File: src/rtl/ctcgd_pkg.sv
// ----------------------------------------------------------------------------
// ctcgd_pkg
// Shared types, constants and exp tables for the CTC greedy decoder.
// ----------------------------------------------------------------------------
package ctcgd_pkg;

  // sizes
  localparam int MAX_CLASSES = 8192;
  localparam int CLASS_W     = $clog2(MAX_CLASSES);
  localparam int MAX_STEPS   = 1024;
  localparam int STEP_W      = $clog2(MAX_STEPS);
  localparam int KEY_W       = 14;
  localparam int LOGIT_W     = 16;
  localparam int CONF_W      = 16;
  localparam int SUM_W       = 32;
  localparam int EXP_W       = 17;

  // divider: 17 quotient bits, one per cycle
  localparam int DIV_STEPS   = 17;
  localparam int DIV_CNT_W   = $clog2(DIV_STEPS);

  localparam logic [KEY_W-1:0]   KEY_COUNT_RESET = 14'd5531;
  localparam logic [SUM_W-1:0]   SUM_ONE         = 32'h0001_0000;
  localparam logic [CONF_W-1:0]  CONF_MAX        = 16'hFFFF;

  // register map (word index taken from paddr[2])
  localparam int PADDR_W = 3;
  localparam logic REG_KEY_COUNT = 1'b0;

  // request payloads
  typedef struct packed {
    logic signed [LOGIT_W-1:0] logit;
    logic                      row_end;
    logic                      sequence_start;
  } in_t;

  typedef struct packed {
    logic [CLASS_W-1:0] key_index;
    logic [CONF_W-1:0]  confidence;
    logic [STEP_W-1:0]  time_step;
  } out_t;

  // controller states
  typedef enum logic [2:0] {
    ST_IDLE,
    ST_EXP1,
    ST_EXP2,
    ST_SCALE,
    ST_UPDATE,
    ST_CLOSE,
    ST_DIV,
    ST_OUT
  } ctrl_state_t;

  // controller to datapath
  typedef struct packed {
    logic accept;
    logic exp1;
    logic exp2;
    logic scale;
    logic update;
    logic close;
    logic div_step;
    logic out_load;
  } ctrl_cmd_t;

  // datapath to controller
  typedef struct packed {
    logic last;
    logic emit;
    logic sum_small;
    logic div_done;
    logic out_free;
  } dp_status_t;

  // round(65536*exp(-n)), zero past the table
  function automatic logic [EXP_W-1:0] exp_int(input logic [3:0] n);
    logic [EXP_W-1:0] v;
    case (n)
      4'd0:    v = 17'd65536;
      4'd1:    v = 17'd24109;
      4'd2:    v = 17'd8869;
      4'd3:    v = 17'd3263;
      4'd4:    v = 17'd1200;
      4'd5:    v = 17'd442;
      4'd6:    v = 17'd162;
      4'd7:    v = 17'd60;
      4'd8:    v = 17'd22;
      4'd9:    v = 17'd8;
      4'd10:   v = 17'd3;
      4'd11:   v = 17'd1;
      default: v = 17'd0;
    endcase
    return v;
  endfunction

  // round(65536*exp(-h/16))
  function automatic logic [EXP_W-1:0] exp_hi(input logic [3:0] h);
    logic [EXP_W-1:0] v;
    case (h)
      4'd0:    v = 17'd65536;
      4'd1:    v = 17'd61565;
      4'd2:    v = 17'd57835;
      4'd3:    v = 17'd54331;
      4'd4:    v = 17'd51039;
      4'd5:    v = 17'd47947;
      4'd6:    v = 17'd45042;
      4'd7:    v = 17'd42313;
      4'd8:    v = 17'd39750;
      4'd9:    v = 17'd37341;
      4'd10:   v = 17'd35079;
      4'd11:   v = 17'd32954;
      4'd12:   v = 17'd30957;
      4'd13:   v = 17'd29081;
      4'd14:   v = 17'd27319;
      default: v = 17'd25664;
    endcase
    return v;
  endfunction

  // round(65536*exp(-l/256))
  function automatic logic [EXP_W-1:0] exp_lo(input logic [3:0] l);
    logic [EXP_W-1:0] v;
    case (l)
      4'd0:    v = 17'd65536;
      4'd1:    v = 17'd65280;
      4'd2:    v = 17'd65026;
      4'd3:    v = 17'd64772;
      4'd4:    v = 17'd64520;
      4'd5:    v = 17'd64268;
      4'd6:    v = 17'd64018;
      4'd7:    v = 17'd63768;
      4'd8:    v = 17'd63520;
      4'd9:    v = 17'd63272;
      4'd10:   v = 17'd63025;
      4'd11:   v = 17'd62780;
      4'd12:   v = 17'd62535;
      4'd13:   v = 17'd62291;
      4'd14:   v = 17'd62048;
      default: v = 17'd61806;
    endcase
    return v;
  endfunction

endpackage

File: src/rtl/ctc_greedy_decoder_core.sv
// ----------------------------------------------------------------------------
// ctc_greedy_decoder_core
// CTC best-path decoder with online softmax confidence and APB key count.
// ----------------------------------------------------------------------------
// Class scores enter one per request; a score without row end passes
// through accept, two table-exp multiplies, the sum rescale multiply and
// the state update, all through one shared sequence. A row end adds a
// row close step; when a symbol is emitted, the radix-2 reciprocal divider
// runs and the output register is loaded (the divider is skipped when the
// sum is below one, which saturates). A pending result does not block new
// scores; only the next emitted result waits for the output register to
// free up.
module ctc_greedy_decoder_core (
  input  logic                              clk,
  input  logic                              rst,
  // scores
  input  logic                              in_valid,
  output logic                              in_ready,
  input  ctcgd_pkg::in_t                    in_data,
  // symbols
  output logic                              out_valid,
  input  logic                              out_ready,
  output ctcgd_pkg::out_t                   out_data,
  // configuration
  input  logic                              psel,
  input  logic                              penable,
  input  logic                              pwrite,
  input  logic [ctcgd_pkg::PADDR_W-1:0]     paddr,
  input  logic [31:0]                       pwdata,
  output logic [31:0]                       prdata,
  output logic                              pready
);

  logic [ctcgd_pkg::KEY_W-1:0] key_count;
  ctcgd_pkg::ctrl_cmd_t        cmd;
  ctcgd_pkg::dp_status_t       status;
  logic                        reg_sel;

  assign pready  = 1'b1;
  assign reg_sel = paddr[2] == ctcgd_pkg::REG_KEY_COUNT;

  // key count register
  always_ff @(posedge clk) begin
    if (rst) begin
      key_count <= ctcgd_pkg::KEY_COUNT_RESET;
    end else if (psel && penable && pwrite && reg_sel) begin
      key_count <= pwdata[ctcgd_pkg::KEY_W-1:0];
    end
  end

  // register read
  assign prdata = reg_sel ? {{(32-ctcgd_pkg::KEY_W){1'b0}}, key_count} : 32'd0;

  ctcgd_ctrl u_ctrl (
    .clk      (clk),
    .rst      (rst),
    .in_valid (in_valid),
    .in_ready (in_ready),
    .cmd      (cmd),
    .status   (status)
  );

  ctcgd_datapath u_datapath (
    .clk       (clk),
    .rst       (rst),
    .cmd       (cmd),
    .status    (status),
    .in_data   (in_data),
    .key_count (key_count),
    .out_valid (out_valid),
    .out_ready (out_ready),
    .out_data  (out_data)
  );

endmodule

File: src/rtl/ctcgd_ctrl.sv
// ----------------------------------------------------------------------------
// ctcgd_ctrl
// Sequencer: walks each score through the exp, rescale and update steps;
// at a row end it closes the row and, for an emitted symbol with sum not below one, runs the divider.
// ----------------------------------------------------------------------------
module ctcgd_ctrl (
  input  logic                  clk,
  input  logic                  rst,
  input  logic                  in_valid,
  output logic                  in_ready,
  output ctcgd_pkg::ctrl_cmd_t  cmd,
  input  ctcgd_pkg::dp_status_t status
);

  ctcgd_pkg::ctrl_state_t state, state_next;

  // state register
  always_ff @(posedge clk) begin
    if (rst) begin
      state <= ctcgd_pkg::ST_IDLE;
    end else begin
      state <= state_next;
    end
  end

  // next state and commands
  always_comb begin
    state_next = state;
    cmd        = '0;
    in_ready   = 1'b0;
    case (state)
      ctcgd_pkg::ST_IDLE: begin
        in_ready   = 1'b1;
        cmd.accept = in_valid;
        if (in_valid) begin
          state_next = ctcgd_pkg::ST_EXP1;
        end
      end
      ctcgd_pkg::ST_EXP1: begin
        cmd.exp1   = 1'b1;
        state_next = ctcgd_pkg::ST_EXP2;
      end
      ctcgd_pkg::ST_EXP2: begin
        cmd.exp2   = 1'b1;
        state_next = ctcgd_pkg::ST_SCALE;
      end
      ctcgd_pkg::ST_SCALE: begin
        cmd.scale  = 1'b1;
        state_next = ctcgd_pkg::ST_UPDATE;
      end
      ctcgd_pkg::ST_UPDATE: begin
        cmd.update = 1'b1;
        state_next = status.last ? ctcgd_pkg::ST_CLOSE : ctcgd_pkg::ST_IDLE;
      end
      ctcgd_pkg::ST_CLOSE: begin
        cmd.close = 1'b1;
        if (!status.emit) begin
          state_next = ctcgd_pkg::ST_IDLE;
        end else if (status.sum_small) begin
          state_next = ctcgd_pkg::ST_OUT;
        end else begin
          state_next = ctcgd_pkg::ST_DIV;
        end
      end
      ctcgd_pkg::ST_DIV: begin
        cmd.div_step = 1'b1;
        if (status.div_done) begin
          state_next = ctcgd_pkg::ST_OUT;
        end
      end
      ctcgd_pkg::ST_OUT: begin
        if (status.out_free) begin
          cmd.out_load = 1'b1;
          state_next   = ctcgd_pkg::ST_IDLE;
        end
      end
      default: begin
        state_next = ctcgd_pkg::ST_IDLE;
      end
    endcase
  end

endmodule

File: src/rtl/ctcgd_datapath.sv
// ----------------------------------------------------------------------------
// ctcgd_datapath
// Row state, table exp, online softmax sum, argmax, repeat filter,
// radix-2 reciprocal divider and the output register.
// ----------------------------------------------------------------------------
module ctcgd_datapath (
  input  logic                             clk,
  input  logic                             rst,
  input  ctcgd_pkg::ctrl_cmd_t             cmd,
  output ctcgd_pkg::dp_status_t            status,
  input  ctcgd_pkg::in_t                   in_data,
  input  logic [ctcgd_pkg::KEY_W-1:0]      key_count,
  output logic                             out_valid,
  input  logic                             out_ready,
  output ctcgd_pkg::out_t                  out_data
);

  // captured request
  logic signed [ctcgd_pkg::LOGIT_W-1:0] score;
  logic                                 last;

  // row and sequence state
  logic signed [ctcgd_pkg::LOGIT_W-1:0] running_max;
  logic [ctcgd_pkg::CLASS_W-1:0]        max_class;
  logic [ctcgd_pkg::CLASS_W-1:0]        class_position;
  logic                                 row_full;
  logic [ctcgd_pkg::SUM_W-1:0]          exp_sum;
  logic [ctcgd_pkg::CLASS_W-1:0]        previous_class;
  logic [ctcgd_pkg::STEP_W-1:0]         row_count;

  // exp pipeline registers
  logic                                 gt;
  logic                                 far;
  logic [3:0]                           lo_idx;
  logic [ctcgd_pkg::EXP_W-1:0]          t_part;
  logic [ctcgd_pkg::EXP_W-1:0]          e_val;
  logic [ctcgd_pkg::SUM_W:0]            scaled;

  // divider and result holding
  logic [ctcgd_pkg::SUM_W-1:0]          rem;
  logic [ctcgd_pkg::EXP_W-1:0]          num_low;
  logic [ctcgd_pkg::EXP_W-1:0]          quo;
  logic [ctcgd_pkg::DIV_CNT_W-1:0]      div_cnt;
  logic                                 sum_below_one;
  logic [ctcgd_pkg::CLASS_W-1:0]        key_hold;
  logic [ctcgd_pkg::STEP_W-1:0]         step_hold;

  // combinational
  logic [ctcgd_pkg::LOGIT_W:0]          diff_up, diff_dn;
  logic                                 gt_now;
  logic [ctcgd_pkg::LOGIT_W-1:0]        score_gap;
  logic [2*ctcgd_pkg::EXP_W-1:0]        p1, p2;
  logic [ctcgd_pkg::SUM_W+ctcgd_pkg::EXP_W-1:0] p3;
  logic [ctcgd_pkg::SUM_W+1:0]          sum_gt;
  logic [ctcgd_pkg::SUM_W:0]            sum_add;
  logic [ctcgd_pkg::SUM_W-1:0]          sum_gt_sat, sum_add_sat;
  logic                                 emit;
  logic [ctcgd_pkg::SUM_W:0]            trial;
  logic                                 ge;
  logic [ctcgd_pkg::CONF_W-1:0]         conf;

  // distance to the running max and first exp product
  always_comb begin
    gt_now    = score > running_max;
    diff_up   = {score[ctcgd_pkg::LOGIT_W-1], score}
              - {running_max[ctcgd_pkg::LOGIT_W-1], running_max};
    diff_dn   = {running_max[ctcgd_pkg::LOGIT_W-1], running_max}
              - {score[ctcgd_pkg::LOGIT_W-1], score};
    score_gap = gt_now ? diff_up[ctcgd_pkg::LOGIT_W-1:0] : diff_dn[ctcgd_pkg::LOGIT_W-1:0];
    p1        = ctcgd_pkg::exp_int(score_gap[11:8]) * ctcgd_pkg::exp_hi(score_gap[7:4]);
  end

  // second exp product and rescale product
  assign p2 = t_part * ctcgd_pkg::exp_lo(lo_idx);
  assign p3 = exp_sum * e_val;

  // saturating sums
  always_comb begin
    sum_gt      = {1'b0, scaled} + {2'b00, ctcgd_pkg::SUM_ONE};
    sum_add     = {1'b0, exp_sum} + {{(ctcgd_pkg::SUM_W-ctcgd_pkg::EXP_W+1){1'b0}}, e_val};
    sum_gt_sat  = (sum_gt[ctcgd_pkg::SUM_W+1:ctcgd_pkg::SUM_W] != 2'b00)
                ? '1 : sum_gt[ctcgd_pkg::SUM_W-1:0];
    sum_add_sat = sum_add[ctcgd_pkg::SUM_W] ? '1 : sum_add[ctcgd_pkg::SUM_W-1:0];
  end

  // row close decision
  assign emit = (max_class != '0)
             && ({1'b0, max_class} < key_count)
             && (max_class != previous_class);

  // divider step
  always_comb begin
    trial = {rem, num_low[ctcgd_pkg::EXP_W-1]};
    ge    = trial >= {1'b0, exp_sum};
  end

  // saturated confidence
  assign conf = (sum_below_one || quo[ctcgd_pkg::EXP_W-1]) ? ctcgd_pkg::CONF_MAX
              : quo[ctcgd_pkg::CONF_W-1:0];

  // status
  always_comb begin
    status.last      = last;
    status.emit      = emit;
    status.sum_small = exp_sum[ctcgd_pkg::SUM_W-1:16] == '0;
    status.div_done  = div_cnt == ctcgd_pkg::DIV_CNT_W'(ctcgd_pkg::DIV_STEPS - 1);
    status.out_free  = !out_valid || out_ready;
  end

  // request capture and row / sequence state
  always_ff @(posedge clk) begin
    if (rst) begin
      running_max    <= '0;
      max_class      <= '0;
      class_position <= '0;
      row_full       <= 1'b0;
      exp_sum        <= '0;
      previous_class <= '0;
      row_count      <= '0;
    end else begin
      if (cmd.accept && in_data.sequence_start) begin
        previous_class <= '0;
        row_count      <= '0;
        class_position <= '0;
        row_full       <= 1'b0;
      end
      if (cmd.update && !row_full) begin
        if (class_position == '0) begin
          running_max <= score;
          max_class   <= '0;
          exp_sum     <= ctcgd_pkg::SUM_ONE;
        end else if (gt) begin
          running_max <= score;
          max_class   <= class_position;
          exp_sum     <= sum_gt_sat;
        end else begin
          exp_sum     <= sum_add_sat;
        end
        if (class_position == ctcgd_pkg::CLASS_W'(ctcgd_pkg::MAX_CLASSES - 1)) begin
          row_full <= 1'b1;
        end else begin
          class_position <= class_position + 1'b1;
        end
      end
      if (cmd.close) begin
        previous_class <= max_class;
        if (row_count == ctcgd_pkg::STEP_W'(ctcgd_pkg::MAX_STEPS - 1)) begin
          row_count <= '0;
        end else begin
          row_count <= row_count + 1'b1;
        end
        class_position <= '0;
        row_full       <= 1'b0;
      end
    end
  end

  // payload pipeline: capture, exp, rescale, divider
  always_ff @(posedge clk) begin
    if (cmd.accept) begin
      score <= in_data.logit;
      last  <= in_data.row_end;
    end
    if (cmd.exp1) begin
      gt     <= gt_now;
      far    <= score_gap[ctcgd_pkg::LOGIT_W-1:8] >= 8'd12;
      lo_idx <= score_gap[3:0];
      t_part <= ctcgd_pkg::EXP_W'((p1 + 34'd32768) >> 16);
    end
    if (cmd.exp2) begin
      e_val <= far ? '0 : ctcgd_pkg::EXP_W'((p2 + 34'd32768) >> 16);
    end
    if (cmd.scale) begin
      scaled <= (ctcgd_pkg::SUM_W + 1)'((p3 + 49'd32768) >> 16);
    end
    if (cmd.close) begin
      key_hold      <= max_class - 1'b1;
      step_hold     <= row_count;
      sum_below_one <= exp_sum[ctcgd_pkg::SUM_W-1:16] == '0;
      // dividend is 2^32 + exp_sum/2; its top 16 bits seed the remainder
      rem           <= {16'd0, 2'b10, exp_sum[ctcgd_pkg::SUM_W-1:18]};
      num_low       <= exp_sum[17:1];
      quo           <= '0;
      div_cnt       <= '0;
    end
    if (cmd.div_step) begin
      rem     <= ge ? ctcgd_pkg::SUM_W'(trial - {1'b0, exp_sum}) : trial[ctcgd_pkg::SUM_W-1:0];
      num_low <= {num_low[ctcgd_pkg::EXP_W-2:0], 1'b0};
      quo     <= {quo[ctcgd_pkg::EXP_W-2:0], ge};
      div_cnt <= div_cnt + 1'b1;
    end
    if (cmd.out_load) begin
      out_data.key_index  <= key_hold;
      out_data.confidence <= conf;
      out_data.time_step  <= step_hold;
    end
  end

  // output register valid
  always_ff @(posedge clk) begin
    if (rst) begin
      out_valid <= 1'b0;
    end else if (cmd.out_load) begin
      out_valid <= 1'b1;
    end else if (out_ready) begin
      out_valid <= 1'b0;
    end
  end

  // remainder stays below the divisor while dividing
  assert property (@(posedge clk) disable iff (rst) cmd.div_step |-> rem < exp_sum)
    else $error("divider remainder not below divisor");

  // the result register is only loaded when it is free
  assert property (@(posedge clk) disable iff (rst) cmd.out_load |-> status.out_free)
    else $error("result loaded over a pending result");

  // a full row sits at the last class position
  assert property (@(posedge clk) disable iff (rst)
    row_full |-> class_position == ctcgd_pkg::CLASS_W'(ctcgd_pkg::MAX_CLASSES - 1))
    else $error("row full flag out of step with class position");

  // every processed score leaves the sum at or above one
  assert property (@(posedge clk) disable iff (rst)
    $past(cmd.update) && !$past(row_full) |-> exp_sum >= ctcgd_pkg::SUM_ONE)
    else $error("softmax sum dropped below one");

endmodule
File: config.mk
export PLATFORM = sky130hd
export DESIGN_NAME = ctc_greedy_decoder_core
export DESIGN_NICKNAME = d
export VERILOG_FILES = /design/src/rtl/ctcgd_pkg.sv /design/src/rtl/ctc_greedy_decoder_core.sv /design/src/rtl/ctcgd_ctrl.sv /design/src/rtl/ctcgd_datapath.sv
export SDC_FILE = /design/constraint.sdc
export NUM_CORES = 2
export LEC_CHECK = 0
export ABC_AREA = 1
export BUFFER_PORTS_ARGS = -buffer_cell sky130_fd_sc_hd__buf_2
export CAP_MARGIN = 20
export CORE_UTILIZATION = 50
export DETAILED_ROUTE_END_ITERATION = 12
export PLACE_DENSITY = 0.66
export SYNTH_ARGS = -nofsm -noshare
export SYNTH_HDL_FRONTEND = slang
export SYNTH_HIERARCHICAL = 1
export SYNTH_SLANG_ARGS = --single-unit
export TNS_END_PERCENT = 100
File: constraint.sdc
create_clock -name clk -period 22.4 [get_ports clk]
set_input_delay 1.12 -clock clk [delete_from_list [all_inputs] [get_ports clk]]
set_output_delay 1.12 -clock clk [all_outputs]
set_load 0.005 [all_outputs]
==> impl_metrics.env <==
export IMPL_skew_ns=0.04859
export IMPL_routed_via_count=42493
export IMPL_clk_latency_ns=0.61
export IMPL_synth_most_common_cell="inv_1"
export IMPL_layout_area_overhead_vs_synth_pct=5.897
export IMPL_cts_resized=0
export IMPL_arrival_ns=10.23
export IMPL_r2r_cells=40
export IMPL_async_flop_share=0
export IMPL_hold_violations=0
export IMPL_cts_setup_buffers=0
export IMPL_worstPathMaxFanout=14
export IMPL_status="completed"
export IMPL_ff2ff_setup_slack_ns=12.50
export IMPL_synth_area_leader_cell="fa_1"
export IMPL_fin_setup_tns_ns=0
export IMPL_slowest_delay_ns=0.72
export IMPL_whs_endpoint="u_datapath/out_data[8]"
export IMPL_cts_tree="done"
export IMPL_finalMaxSlewViolations=0
export IMPL_final_layout_size_suffix_gt1_frac=0.04863
export IMPL_hold_depth=0
export IMPL_hold_path_class="flip-flop to flip-flop"
export IMPL_dpl_hpwl_mm=107.4
export IMPL_fin_crit_sh=0.4419
export IMPL_place_congestion=0.9376
export IMPL_slowest_stage="o21ai_2"
export IMPL_num_rows=121
export IMPL_numPortBuffers=94
export IMPL_max_freq_mhz=101.0
export IMPL_yosys_warnings=6
export IMPL_final_nets=8162
export IMPL_ys_types=67
export IMPL_synthTopCellsByArea="fa_1 (31%), edfxtp_1 (12%), ha_1 (12%), inv_1 (12%), nand2_1 (10%)"
export IMPL_synthCells=6765
export IMPL_vias_per_cell=5.195
export IMPL_ys_ff_latch=353
export IMPL_gr_total_overflow=0
export IMPL_clockRootBuffer="clkbuf_16"
export IMPL_cp_required_ns=22.73
export IMPL_worstReg2RegEnd="u_datapath/t_part[16]"
export IMPL_setup_slack_ns=12.50
export IMPL_grt_max_degree=71
export IMPL_pre_cts_ws_ns=12.58
export IMPL_ant_nets=0
export IMPL_synth_top_area_share=0.3102
export IMPL_antennaDiodeCount=0
export IMPL_synth_edff_count=223
export IMPL_fill_cells=10202
export IMPL_timing_hold_ws_ns=0.3722
export IMPL_initial_core_util=0.5040
export IMPL_htreeDepth=2
export IMPL_grt_setup_unrepaired="false"
export IMPL_reg2reg_from="u_datapath/score[0]"
export IMPL_syn_mean_instance_area_um2=8.098
export IMPL_grt_pass1_wl_mm=225.3
export IMPL_fp_dieW_um=333.0
export IMPL_clk_path_buf_depth=3
export IMPL_fin_area_um2=58020
export IMPL_crit_path_start_kind="flip-flop"
export IMPL_synthFlopType="edfxtp_1"
export IMPL_fp_dieH_um=333.0
export IMPL_endpoint_kind="flip-flop"
export IMPL_hold_buffers=0
export IMPL_drt_pass1_iter_count=6
export IMPL_core_area_um2=108700
export IMPL_criticalPathCategory="flip-flop to flip-flop"
export IMPL_synth_common_cells="inv_1 (1700), nand2_1 (1463), fa_1 (849), ha_1 (522), nor2_1 (387)"
export IMPL_clk_pin_slew_ns=0.06
export IMPL_drc=0
export IMPL_ios=134
export IMPL_wirelength_mm=135.1
export IMPL_slew_headroom=0.2088
export IMPL_period_needed_ns=9.899
export IMPL_syn_area_um2=54790
export IMPL_dieArea_um2=110900
export IMPL_hold_path_startpoint="u_datapath/step_hold[8]"
export IMPL_synth_seq_area_share=0.1697
export IMPL_wire_per_inst_um=16.52
export IMPL_numCtsBuffers=42
export IMPL_antenna_found_initial=1
export IMPL_drt_iter0_drc=2535
export IMPL_tightest_slew_ns=1.185
export IMPL_dpl_cell_area_um2=56540
export IMPL_setup_viol=0
export IMPL_clock_sinks=353
export IMPL_crit_path_frequent_cell="inv_1"
export IMPL_grt_usage=0.2513
export IMPL_grt_pass1_vias=44428
export IMPL_cap_viol_max_count=0
kinds of logic (layout without fill, tap and decap cells):
family / after synthesis / count (layout) / share of synthesized area
simple gates: 2143 / 2143 / 0.1580
buf+inv: 1987 / 1970 / 0.1391
fa+ha+maj: 1371 / 1371 / 0.4294
compound gates: 743 / 743 / 0.07683
flops: 353 / 353 / 0.1697
xor+xnor: 165 / 165 / 0.02651
other cells: 2 / 19 / 0.0001371
mux: 1 / 1 / 0.0002512
layout make-up:
type	count	area, um^2	area share
Clock buffer	56	1159	0.01997
Clock inverter	22	261.5	0.004507
Inverter	1719	6454	0.1112
Multi-Input combinational cell	4442	37960	0.6543
Sequential cell	353	9299	0.1603
Tap cell	1414	1769	0.03049
Timing Repair Buffer	173	1116	0.01924
worst max-delay path by stage:
stage	slack [ns]	cells after the start	end	startpoint
floorplan	14.25	42	u_datapath/t_part[16]	u_datapath/score[0]
global placement	12.59	40	u_datapath/t_part[16]	u_datapath/score[0]
detailed placement	12.58	40	u_datapath/t_part[16]	u_datapath/score[0]
CTS	12.53	40	u_datapath/t_part[16]	u_datapath/score[0]
global route	11.91	42	u_datapath/t_part[16]	u_datapath/score[0]
finish	12.50	40	u_datapath/t_part[16]	u_datapath/score[0]
sequential cells by signal, indices dropped and copies added (netlist names), 14 cells and up, named ones only:
name and flops:
u_datapath/quo 17, u_datapath/num_low 17, key_count 14, u_datapath/score 16, u_datapath/scaled 33, u_datapath/t_part 17
u_datapath/exp_sum 32, u_datapath/rem 32, u_datapath/e_val 17, u_datapath/out_data 39, u_datapath/running_max 16
cell usage in the layout (no fill, tap or decap), types with 34 or more instances in the layout:
cell       count
inv_1       1699
nand2_1     1462
fa_1         849
ha_1         522
nor2_1       385
a21oi_1      358
edfxtp_1     223
o21ai_0      207
nand3_1      133
dfxtp_1      130
xor2_1       111
buf_2         94
buf_4         76
xnor2_1       53
nor3_1        44
clkbuf_16     43
nand4_1       37
o221ai_1      34
metrics by stage:
step,cells,utilization
6_report,8179,0.5337
5_1_grt,8179,0.5337
4_1_cts,8176,0.5332
3_5_place_dp,8098,0.5202
3_3_place_gp,8097,0.5199
2_1_floorplan,6782,-
worst max-delay path: cells and delay by family, from the launching register on:
kind | cells | cell delay, ns
adders and majority gates | 10 | 4.37
AOI/OAI and AO/OA | 5 | 1.77
and+or+nand+nor | 14 | 1.50
buffers and inverters | 9 | 0.73
xor gates and xnor gates | 1 | 0.50
DFF | 1 | 0.42
muxes | 1 | 0.34
routing by layer:
layer / share of wire / GRT usage / up-vias
li1: - / - / 20293
met1: 0.42 / 0.3196 / 20882
met2: 0.50 / 0.4455 / 1049
met3: 0.047 / 0.02582 / 267
met4: 0.035 / 0.08354 / 2
met5: 0.00010 / 0 / -
Power is not shown: default switching activity piles up to over one toggle a cycle in this logic, so the estimate is an artifact.
